$ cat src/sv/lcs_pkg.sv
// Shared types and constants for the LED cue sequencer.
// No dependencies; imported by the top level and its checker.
package lcs_pkg;

    // Reset values of the configuration registers and default half periods
    localparam int DEF_BLINK_HALF_MS = 250;
    localparam int DEF_RED_HALF_MS   = 125;
    localparam logic [15:0] RST_RED_DUR_MS   = 16'd3000;
    localparam logic [15:0] RST_GREEN_DUR_MS = 16'd1000;

    localparam int CFG_IDX_W  = 1;
    localparam int CFG_DATA_W = 16;
    localparam logic [CFG_IDX_W-1:0] REG_RED_DUR   = 1'd0;
    localparam logic [CFG_IDX_W-1:0] REG_GREEN_DUR = 1'd1;

    localparam logic [7:0] LEVEL_ON  = 8'hFF;
    localparam logic [7:0] LEVEL_OFF = 8'h00;

    typedef enum logic [1:0] {
        REQ_TICK       = 2'd0,
        REQ_HOLD_BEGIN = 2'd1,
        REQ_HOLD_END   = 2'd2,
        REQ_FACTORY    = 2'd3
    } t_req;

    // Cue as it appears on the result word
    typedef enum logic [1:0] {
        CODE_IDLE  = 2'd0,
        CODE_BLINK = 2'd1,
        CODE_RED   = 2'd2,
        CODE_GREEN = 2'd3
    } t_cue_code;

    // Cue state machine, one-hot
    typedef enum logic [3:0] {
        CUE_IDLE  = 4'b0001,
        CUE_BLINK = 4'b0010,
        CUE_RED   = 4'b0100,
        CUE_GREEN = 4'b1000
    } t_cue;

    typedef struct packed {
        logic [1:0]  req_type;
        logic [31:0] tick_ms;
    } t_in_word;

    typedef struct packed {
        logic [1:0] cue_state;
        logic       active;
        logic [7:0] red;
        logic [7:0] green;
        logic [7:0] blue;
    } t_out_word;

endpackage

$ cat src/sv/led_cue_sequencer.sv
// LED cue sequencer: cue state machine plus colour rendering pipeline.
// Depends on lcs_pkg (word types, cue codes, register indexes).
//
// Usage
//   Input channel (i_in_valid / o_in_stall / i_in_word) carries one event word:
//   a request type and a millisecond timestamp that wraps modulo 2^32. Output
//   channel (o_out_valid / i_out_stall / o_out_word) returns exactly one result
//   word per event: new cue, active flag and the RGB level for every LED.
//   Configuration: i_cfg_we writes i_cfg_data to register i_cfg_idx
//   (0 red duration, 1 green duration); write only while the block is idle.
// Timing
//   Five register stages: input register, state update, reciprocal multiply,
//   remainder multiply, output register. Throughput is one word per cycle
//   while the output is not stalled. The blink and red phases need elapsed /
//   half-period, done as a multiply by a constant reciprocal, a
//   back-multiply and a single compare-and-correct step.
// Reset and stall
//   Synchronous reset empties the pipe, returns the cue to idle, clears the
//   entry time and loads the default durations. A stalled output holds the
//   whole pipe: o_in_stall rises with i_out_stall while a result waits, and
//   the cue state advances only when its word moves on.
module led_cue_sequencer
    import lcs_pkg::*;
#(
    parameter int BLINK_HALF_MS = DEF_BLINK_HALF_MS,
    parameter int RED_HALF_MS   = DEF_RED_HALF_MS
) (
    input  logic                  i_clk,
    input  logic                  i_rst_n,
    input  logic                  i_in_valid,
    output logic                  o_in_stall,
    input  t_in_word              i_in_word,
    output logic                  o_out_valid,
    input  logic                  i_out_stall,
    output t_out_word             o_out_word,
    input  logic                  i_cfg_we,
    input  logic [CFG_IDX_W-1:0]  i_cfg_idx,
    input  logic [CFG_DATA_W-1:0] i_cfg_data
);

    // Half periods: zero is taken as one
    localparam int BLINK_H = (BLINK_HALF_MS == 0) ? 1 : BLINK_HALF_MS;
    localparam int RED_H   = (RED_HALF_MS == 0) ? 1 : RED_HALF_MS;
    localparam logic [15:0] BLINK_H16 = 16'(BLINK_H);
    localparam logic [15:0] RED_H16   = 16'(RED_H);
    // floor(2^32 / H): estimate undershoots the true quotient by at most one
    localparam logic [64:0] ONE_SHL32 = 65'd1 << 32;
    localparam logic [32:0] RECIP_BLINK = 33'(ONE_SHL32 / 65'(BLINK_H));
    localparam logic [32:0] RECIP_RED   = 33'(ONE_SHL32 / 65'(RED_H));

    // Configuration
    logic [15:0] r_red_dur;
    logic [15:0] r_green_dur;

    // Cue state
    t_cue        r_cue,   n_cue;
    logic [31:0] r_entry, n_entry;

    // Pipe
    logic        en;
    logic        r_v1, r_v2, r_v3, r_v4, r_v5;
    t_in_word    r_s1;

    logic [31:0] r_s2_el;
    t_cue_code   r_s2_code;
    logic        r_s2_red;

    logic [31:0] r_s3_el;
    logic [31:0] r_s3_q;
    t_cue_code   r_s3_code;
    logic        r_s3_red;

    logic [31:0] r_s4_el;
    logic [31:0] r_s4_qh;
    logic        r_s4_q0;
    t_cue_code   r_s4_code;
    logic        r_s4_red;

    t_out_word   r_out;

    // Stage-one combinational signals
    t_req        w_req;
    logic [31:0] w_now;
    logic [31:0] w_el_old;
    logic        w_go;
    t_cue_code   w_code;

    // Later stages
    logic [32:0] w_recip;
    logic [64:0] w_prod;
    logic [15:0] w_h3;
    logic [47:0] w_qh;
    logic [15:0] w_h4;
    logic [31:0] w_rem;
    logic        w_step;
    logic        w_phase_on;
    t_out_word   w_out;

    // Advance the whole pipe unless a result waits on a stalled receiver
    assign en          = !r_v5 || !i_out_stall;
    assign o_in_stall  = !en;
    assign o_out_valid = r_v5;
    assign o_out_word  = r_out;

    always_ff @(posedge i_clk) begin
        if (!i_rst_n) begin
            r_red_dur   <= RST_RED_DUR_MS;
            r_green_dur <= RST_GREEN_DUR_MS;
        end else if (i_cfg_we) begin
            case (i_cfg_idx)
                REG_RED_DUR:   r_red_dur   <= i_cfg_data;
                REG_GREEN_DUR: r_green_dur <= i_cfg_data;
                default: ;
            endcase
        end
    end

    // Cue update for the word in the input register
    always_comb begin
        w_req    = t_req'(r_s1.req_type);
        w_now    = r_s1.tick_ms;
        w_el_old = w_now - r_entry;
        n_cue    = r_cue;
        n_entry  = r_entry;
        w_go     = 1'b0;
        if (w_req == REQ_FACTORY) begin
            n_cue = CUE_RED;
            w_go  = 1'b1;
        end else begin
            case (r_cue)
                CUE_IDLE: begin
                    if (w_req == REQ_HOLD_BEGIN) begin
                        n_cue = CUE_BLINK;
                        w_go  = 1'b1;
                    end
                end
                CUE_BLINK: begin
                    if (w_req == REQ_HOLD_END) begin
                        n_cue = CUE_IDLE;
                        w_go  = 1'b1;
                    end
                end
                CUE_RED: begin
                    if (w_req == REQ_TICK && w_el_old >= {16'd0, r_red_dur}) begin
                        n_cue = CUE_GREEN;
                        w_go  = 1'b1;
                    end
                end
                CUE_GREEN: begin
                    if (w_req == REQ_TICK && w_el_old >= {16'd0, r_green_dur}) begin
                        n_cue = CUE_IDLE;
                        w_go  = 1'b1;
                    end
                end
                default: ;
            endcase
        end
        if (w_go) begin
            n_entry = w_now;
        end
        case (n_cue)
            CUE_BLINK: w_code = CODE_BLINK;
            CUE_RED:   w_code = CODE_RED;
            CUE_GREEN: w_code = CODE_GREEN;
            default:   w_code = CODE_IDLE;
        endcase
    end

    // Quotient estimate: (elapsed * recip) >> 32
    assign w_recip = r_s2_red ? RECIP_RED : RECIP_BLINK;
    assign w_prod  = {33'd0, r_s2_el} * {32'd0, w_recip};

    // Back-multiply; low 32 bits suffice as the remainder is small
    assign w_h3 = r_s3_red ? RED_H16 : BLINK_H16;
    assign w_qh = {16'd0, r_s3_q} * {32'd0, w_h3};

    // Correct the estimate by one and take the quotient parity
    always_comb begin
        w_h4       = r_s4_red ? RED_H16 : BLINK_H16;
        w_rem      = r_s4_el - r_s4_qh;
        w_step     = w_rem >= {16'd0, w_h4};
        w_phase_on = !(r_s4_q0 ^ w_step);
        w_out.cue_state = r_s4_code;
        w_out.active    = (r_s4_code != CODE_IDLE);
        w_out.red       = LEVEL_OFF;
        w_out.green     = LEVEL_OFF;
        w_out.blue      = LEVEL_OFF;
        case (r_s4_code)
            CODE_BLINK: w_out.blue  = w_phase_on ? LEVEL_ON : LEVEL_OFF;
            CODE_RED:   w_out.red   = w_phase_on ? LEVEL_ON : LEVEL_OFF;
            CODE_GREEN: w_out.green = LEVEL_ON;
            default: ;
        endcase
    end

    // Control: valid bits and cue state
    always_ff @(posedge i_clk) begin
        if (!i_rst_n) begin
            r_v1    <= 1'b0;
            r_v2    <= 1'b0;
            r_v3    <= 1'b0;
            r_v4    <= 1'b0;
            r_v5    <= 1'b0;
            r_cue   <= CUE_IDLE;
            r_entry <= 32'd0;
        end else if (en) begin
            r_v1 <= i_in_valid;
            r_v2 <= r_v1;
            r_v3 <= r_v2;
            r_v4 <= r_v3;
            r_v5 <= r_v4;
            if (r_v1) begin
                r_cue   <= n_cue;
                r_entry <= n_entry;
            end
        end
    end

    // Payload: no reset, move with the pipe
    always_ff @(posedge i_clk) begin
        if (en) begin
            r_s1 <= i_in_word;

            // Entering a state now means zero elapsed time
            r_s2_el   <= w_go ? 32'd0 : w_el_old;
            r_s2_code <= w_code;
            r_s2_red  <= (n_cue == CUE_RED);

            r_s3_el   <= r_s2_el;
            r_s3_q    <= w_prod[63:32];
            r_s3_code <= r_s2_code;
            r_s3_red  <= r_s2_red;

            r_s4_el   <= r_s3_el;
            r_s4_qh   <= w_qh[31:0];
            r_s4_q0   <= r_s3_q[0];
            r_s4_code <= r_s3_code;
            r_s4_red  <= r_s3_red;

            r_out <= w_out;
        end
    end

endmodule

$ cat config.mk
export PLATFORM = sky130hd
export DESIGN_NAME = led_cue_sequencer
export DESIGN_NICKNAME = d
export VERILOG_FILES = /design/src/sv/lcs_pkg.sv /design/src/sv/led_cue_sequencer.sv
export SDC_FILE = /design/constraint.sdc
export NUM_CORES = 2
export LEC_CHECK = 0
export BUFFER_PORTS_ARGS = -buffer_cell sky130_fd_sc_hd__buf_2
export CORE_MARGIN = 5
export CORE_UTILIZATION = 45
export CTS_CLUSTER_SIZE = 16
export DETAILED_ROUTE_END_ITERATION = 10
export HOLD_SLACK_MARGIN = 0.12
export SLEW_MARGIN = 20
export SYNTH_ARGS = -nofsm -noshare
export SYNTH_HDL_FRONTEND = slang
export SYNTH_SLANG_ARGS = --single-unit
$ cat constraint.sdc
create_clock -name i_clk -period 12.4 [get_ports i_clk]
set_input_delay 2.48 -clock i_clk [delete_from_list [all_inputs] [get_ports i_clk]]
set_output_delay 2.48 -clock i_clk [all_outputs]
set_load 0.03 [all_outputs]
* Yosys cells after proc, flatten, opt, wreduce, memory -nomap -nowiden
Cells that the tools add are included.
Word-level totals: logic and storage cells 80, input bits 56, register bits after elaboration 304, output and inout bits 29
Operators by class: reductions and logical operators 12, add/subtract/negate cells 2, order comparisons 3, muxes and demuxes 18, bitwise gates (word level) 2, equality and inequality tests 13, $mul 2
Operators with widths (count):
- greater-or-equal comparator 32 x 16 -> 1 bit | 2
- subtractor 32 bit | 2
- multiplier 32 x 26 -> 58 bit | 1
- greater-or-equal comparator 32 x 8 -> 1 bit | 1
- multiplier 32 x 8 -> 32 bit | 1
- two-way mux 8 bit | 4
- two-way mux 26 bit | 1
- two-way mux 4 bit | 5
- case mux 4 bit (4 select lines) | 1
- equality test 2 bit (second input constant) | 4
- equality test 4 x 2 -> 1 bit (second input constant) | 2
- equality test 4 x 3 -> 1 bit (second input constant) | 2
- equality test 4 bit (second input constant) | 2
- case mux 2 bit (3 select lines) | 1
- AND reduction 2 bit | 3
- two-way mux 1 bit | 5
- equality test 2 x 1 -> 1 bit (second input constant) | 2
- equality test 4 x 1 -> 1 bit (second input constant) | 1
- case mux 1 bit (4 select lines) | 1
- logical NOT 1 bit | 3
- AND reduction 3 bit | 1
- logical AND 1 bit | 2
- logical NOT 2 bit | 1
- nonzero test 2 bit | 1
- other kinds (3) | 3

* Logic depth before layout (Yosys ltp)
word-level depth 8, depth in mapped cells 30

* Least setup slack after synthesis
OpenSTA, ideal clock, no wires.
kind input to output, start point input port i_out_stall, end point output port o_in_stall, slack 1.667 ns, stages on the path 2, required time 9.920 ns, arrival time 8.253 ns, cell sequence nand2_1 inv_1
On the way: word-level cells in the longest chain between the ends 3
RTL lines:
- start, declared | line led_cue_sequencer.sv:34 | input logic i_out_stall,
- logical NOT 1 bit | line led_cue_sequencer.sv:100 | assign en = !r_v5 || !i_out_stall;
- logical OR 1 bit | line led_cue_sequencer.sv:100
- logical NOT 1 bit | line led_cue_sequencer.sv:101 | assign o_in_stall = !en;
- end, declared | line led_cue_sequencer.sv:31 | output logic o_in_stall,
No other way between the ends.

* Worst setup path after layout
start point register r_s2_red, end point register r_s3_q[18] (data pin)
On the way: word-level cells in the longest chain between the ends 2
RTL lines:
- start, declared | line led_cue_sequencer.sv:66 | logic r_s2_red;
- start signal, assigned | line led_cue_sequencer.sv:227 | r_s2_red <= (n_cue == CUE_RED);
- two-way mux 26 bit | line led_cue_sequencer.sv:170 | assign w_recip = r_s2_red ? RECIP_RED : RECIP_BLINK;
- multiplier 32 x 26 -> 58 bit | line led_cue_sequencer.sv:171 | assign w_prod = {33'd0, r_s2_el} * {32'd0, w_recip};
- named net w_prod[50] | line led_cue_sequencer.sv:90 | logic [64:0] w_prod;
- end signal, assigned | line led_cue_sequencer.sv:230 | r_s3_q <= w_prod[63:32];
- end, declared | line led_cue_sequencer.sv:69 | logic [31:0] r_s3_q;
The timed path passes the listed nets, and every way through them passes these cells. A chain may end at the register's enable or synchronous reset.

==> metrics.md <==
| Metric | Value |
|---|---|
| Total CTS buffers | 36 |
| Layout cell share with drive strength beyond 1 | 4.62% |
| # H-tree levels | 2 |
| Setup TNS | 0 ns |
| CTS Hold Bufs | 0 |
| Core Area | 0.0803 mm² |
| Max Cap Viol | 0 |
| Setup WS pre-CTS | 4.29 ns |
| Worst Skew | between 0.02 and 0.03 ns |
| Hold_ws | 0.417 ns |
| Dpl hpwl | 73100 µm |
| Port Buffers | 84 |
| Post-cts resize count | 0 |
| Post-synth ARST share | 0% |
| First-pass GRT wire length | 136000 µm |
| Status | complete, no violations |
| DR vias | 23800 |
| Met2 wire length | 40300 µm |
| Router iterations before antenna repair | 5 |
| Fin. max-slew vios | 0 |
| RD Place Congestion | 0.963 |
| Register bit total from synthesis | ~280 |
| Hold Crit Class | reg -> reg |
| Critical Path Max Stage Delay | 0.55 ns |
| Maximum fanout along the worst path | 65 |
| Worst Path Required | 12.68 ns |
| GRT Util Overall | 20.0% |
| Gate Count Post-Synth | about 3600 |
| Initial Util | 45.3% |
| IO Count | 85 |
| Filler Cell Count | 7545 |
| Reg clk slew, reported paths | 0.06 ns |
| Fin crit period | between 8 and 9 ns |
| Drt total wl | about 84000 µm |
| Seq/Total Area, Yosys | 20.9% |
| Setup Viol. Count Final | 0 |
| CTS tree | yes |
| CP endpoint kind | flop |
| Clk sinks | 277 |
| Die H | 294 µm |
| Number of synthesis warnings | 0 |
| Largest net degree at the start of global routing | 108 |
| Clk_lat worst skew | ~0.54 ns |
| # DRC | 0 |
| Top routing layer used | met4 |
| Class of the most critical setup path | reg -> reg |
| Commonest non-fill, non-tap cell in the layout | inv_1 |
| Netlist Area Pre-Place | 0.0364 mm² |
| Seq. cell area | 0.00759 mm² |
| Critical path arrival | approximately 8.3 ns |
| Post-layout util | 49.1% |
| Setup ws final | 4.35 ns |
| WL met1 | about 37000 µm |
| Final hold violation count | 0 |
| Grt total ovfl | 0 |
| Post-DR vias/cell | 4.89 |
| Max Root-Sink Buffers | 3 |
| Post-route ant nets | 0 |
| Setup bufs post-CTS | 0 |
| Nets | 4855 |
| Met3 wire len | 4420 µm |
| First-iteration detailed-routing DRC count | 1287 |
| Top_reg_cell synth | edfxtp_1 |
| Slew @ Worst Pin | 1.05 ns |
| Crit path top cell by count | fa_1 |
| Antenna violations before repair | 4 |
| Worst slew margin | between 20 and 30% |
| P&R area growth vs syn | 8.30% |
| EDFF count, synth | 204 |
| Area of the multi-input gates | 0.0249 mm² |
| Horiz. Die Dim | 294 µm |
| Worst setup SP type | flop |
| Root buffer cell | clkbuf_16 |
| Drt wl/cell | 17.3 µm |
| Mapped Avg Cell Area | ~10 µm² |
| CP max-delay cell | fa_1 |
| Max frequency | 124 MHz |
| Most frequent cells in the layout | inv_1 (1036), fa_1 (606), ha_1 (408), nand2_1 (303), edfxtp_1 (204) |
| Unrepaired setup endpoints after global routing | no |
| # diodes | 0 |
| Tcrit/Tclk final | 64.9% |
| Die ar. | around 0.087 mm² |
| Number of library cell types mapped by synthesis | 77 |
| Vias in the first global route | 25000 |
| Row count | between 100 and 150 |
[registers in the layout (all words and copies together), names as in the netlist, 26 cells and up]
signal   count
r_s4_el     32
r_s2_el     32
r_s4_qh     32
r_s3_q      26
w_now       32
r_entry     32
r_s3_el     32
[stage by stage]
step | instances | instance area, µm²
final | 4869 | 39400
after global routing | 4869 | 39400
after CTS | 4869 | 39400
after detailed placement | 4807 | 38200
after global placement | 4807 | 38200
after floorplan | 3729 | 36700
[routing by layer]
layer  track usage (%)  vias to the layer above
li1                  -                    11500
met1              27.5                    11600
met2              33.3                      548
met3              2.89                      116
met4              5.60                        0
met5                 0                        -
[final cells by class]
class	count	area share [%]
Tap cell	1060	3.37
Timing Repair Buffer	93	1.24
Multi-Input combinational cell	2341	63.1
Clock inverter	15	0.451
Inverter	1036	9.87
Sequential cell	277	19.3
Clock buffer	47	2.68
[worst max-delay path, delay by kind of cell, from the launching register on]
| family | cells | cell delay, ns |
|---|---|---|
| DFF | 1 | 0.32 |
| adders and majority gates | 8 | 3.83 |
| xor gates and xnor gates | 1 | 0.13 |
| buffers and inverters | 7 | 1.05 |
| AOI/OAI and AO/OA | 8 | 1.62 |
| and+or+nand+nor | 3 | 0.80 |
[Yosys cell counts, types with 44 or more instances]
library cell  number  area [µm²]
a21o_1            62         465
a21oi_1          107         536
clkbuf_1          44         165
dfxtp_1           73        1460
edfxtp_1         204        6130
fa_1             606       12100
ha_1             408        5100
inv_1           1036        3890
nand2_1          304        1140
nand2b_1          61         382
nor2_1            94         353
o21ai_0           66         330
xnor2_1           64         561
[final timing paths]
kind                                  from          to  slack [ns]  cells after the start
worst max-delay path              r_s2_red  r_s3_q[18]        4.35                     27
worst min-delay path            r_s3_el[2]  r_s4_el[2]        0.42                      0
worst max register to register    r_s2_red  r_s3_q[18]        4.35                     27
worst min register to register  r_s3_el[2]  r_s4_el[2]        0.42                      0
[cells by family (layout without fill, tap and decap cells)]
| group | after synthesis | in the layout | synth area share (%) |
|---|---|---|---|
| flip-flops | 277 | 277 | 20.9 |
| adder cells (fa/ha/maj) | 1014 | 1014 | 47.4 |
| XOR/XNOR | 94 | 94 | 2.26 |
| other | 2 | 98 | 0.0206 |
| buffers and inverters | 1111 | 1191 | 11.8 |
| multiplexers | 37 | 37 | 1.02 |
| AND/OR/NAND/NOR | 662 | 662 | 8.69 |
| AO/OA/AOI/OAI | 436 | 436 | 7.99 |
Power is left out: the tool's default activity adds up to more than one toggle a clock period on the data nets, which glitch-free logic cannot reach.
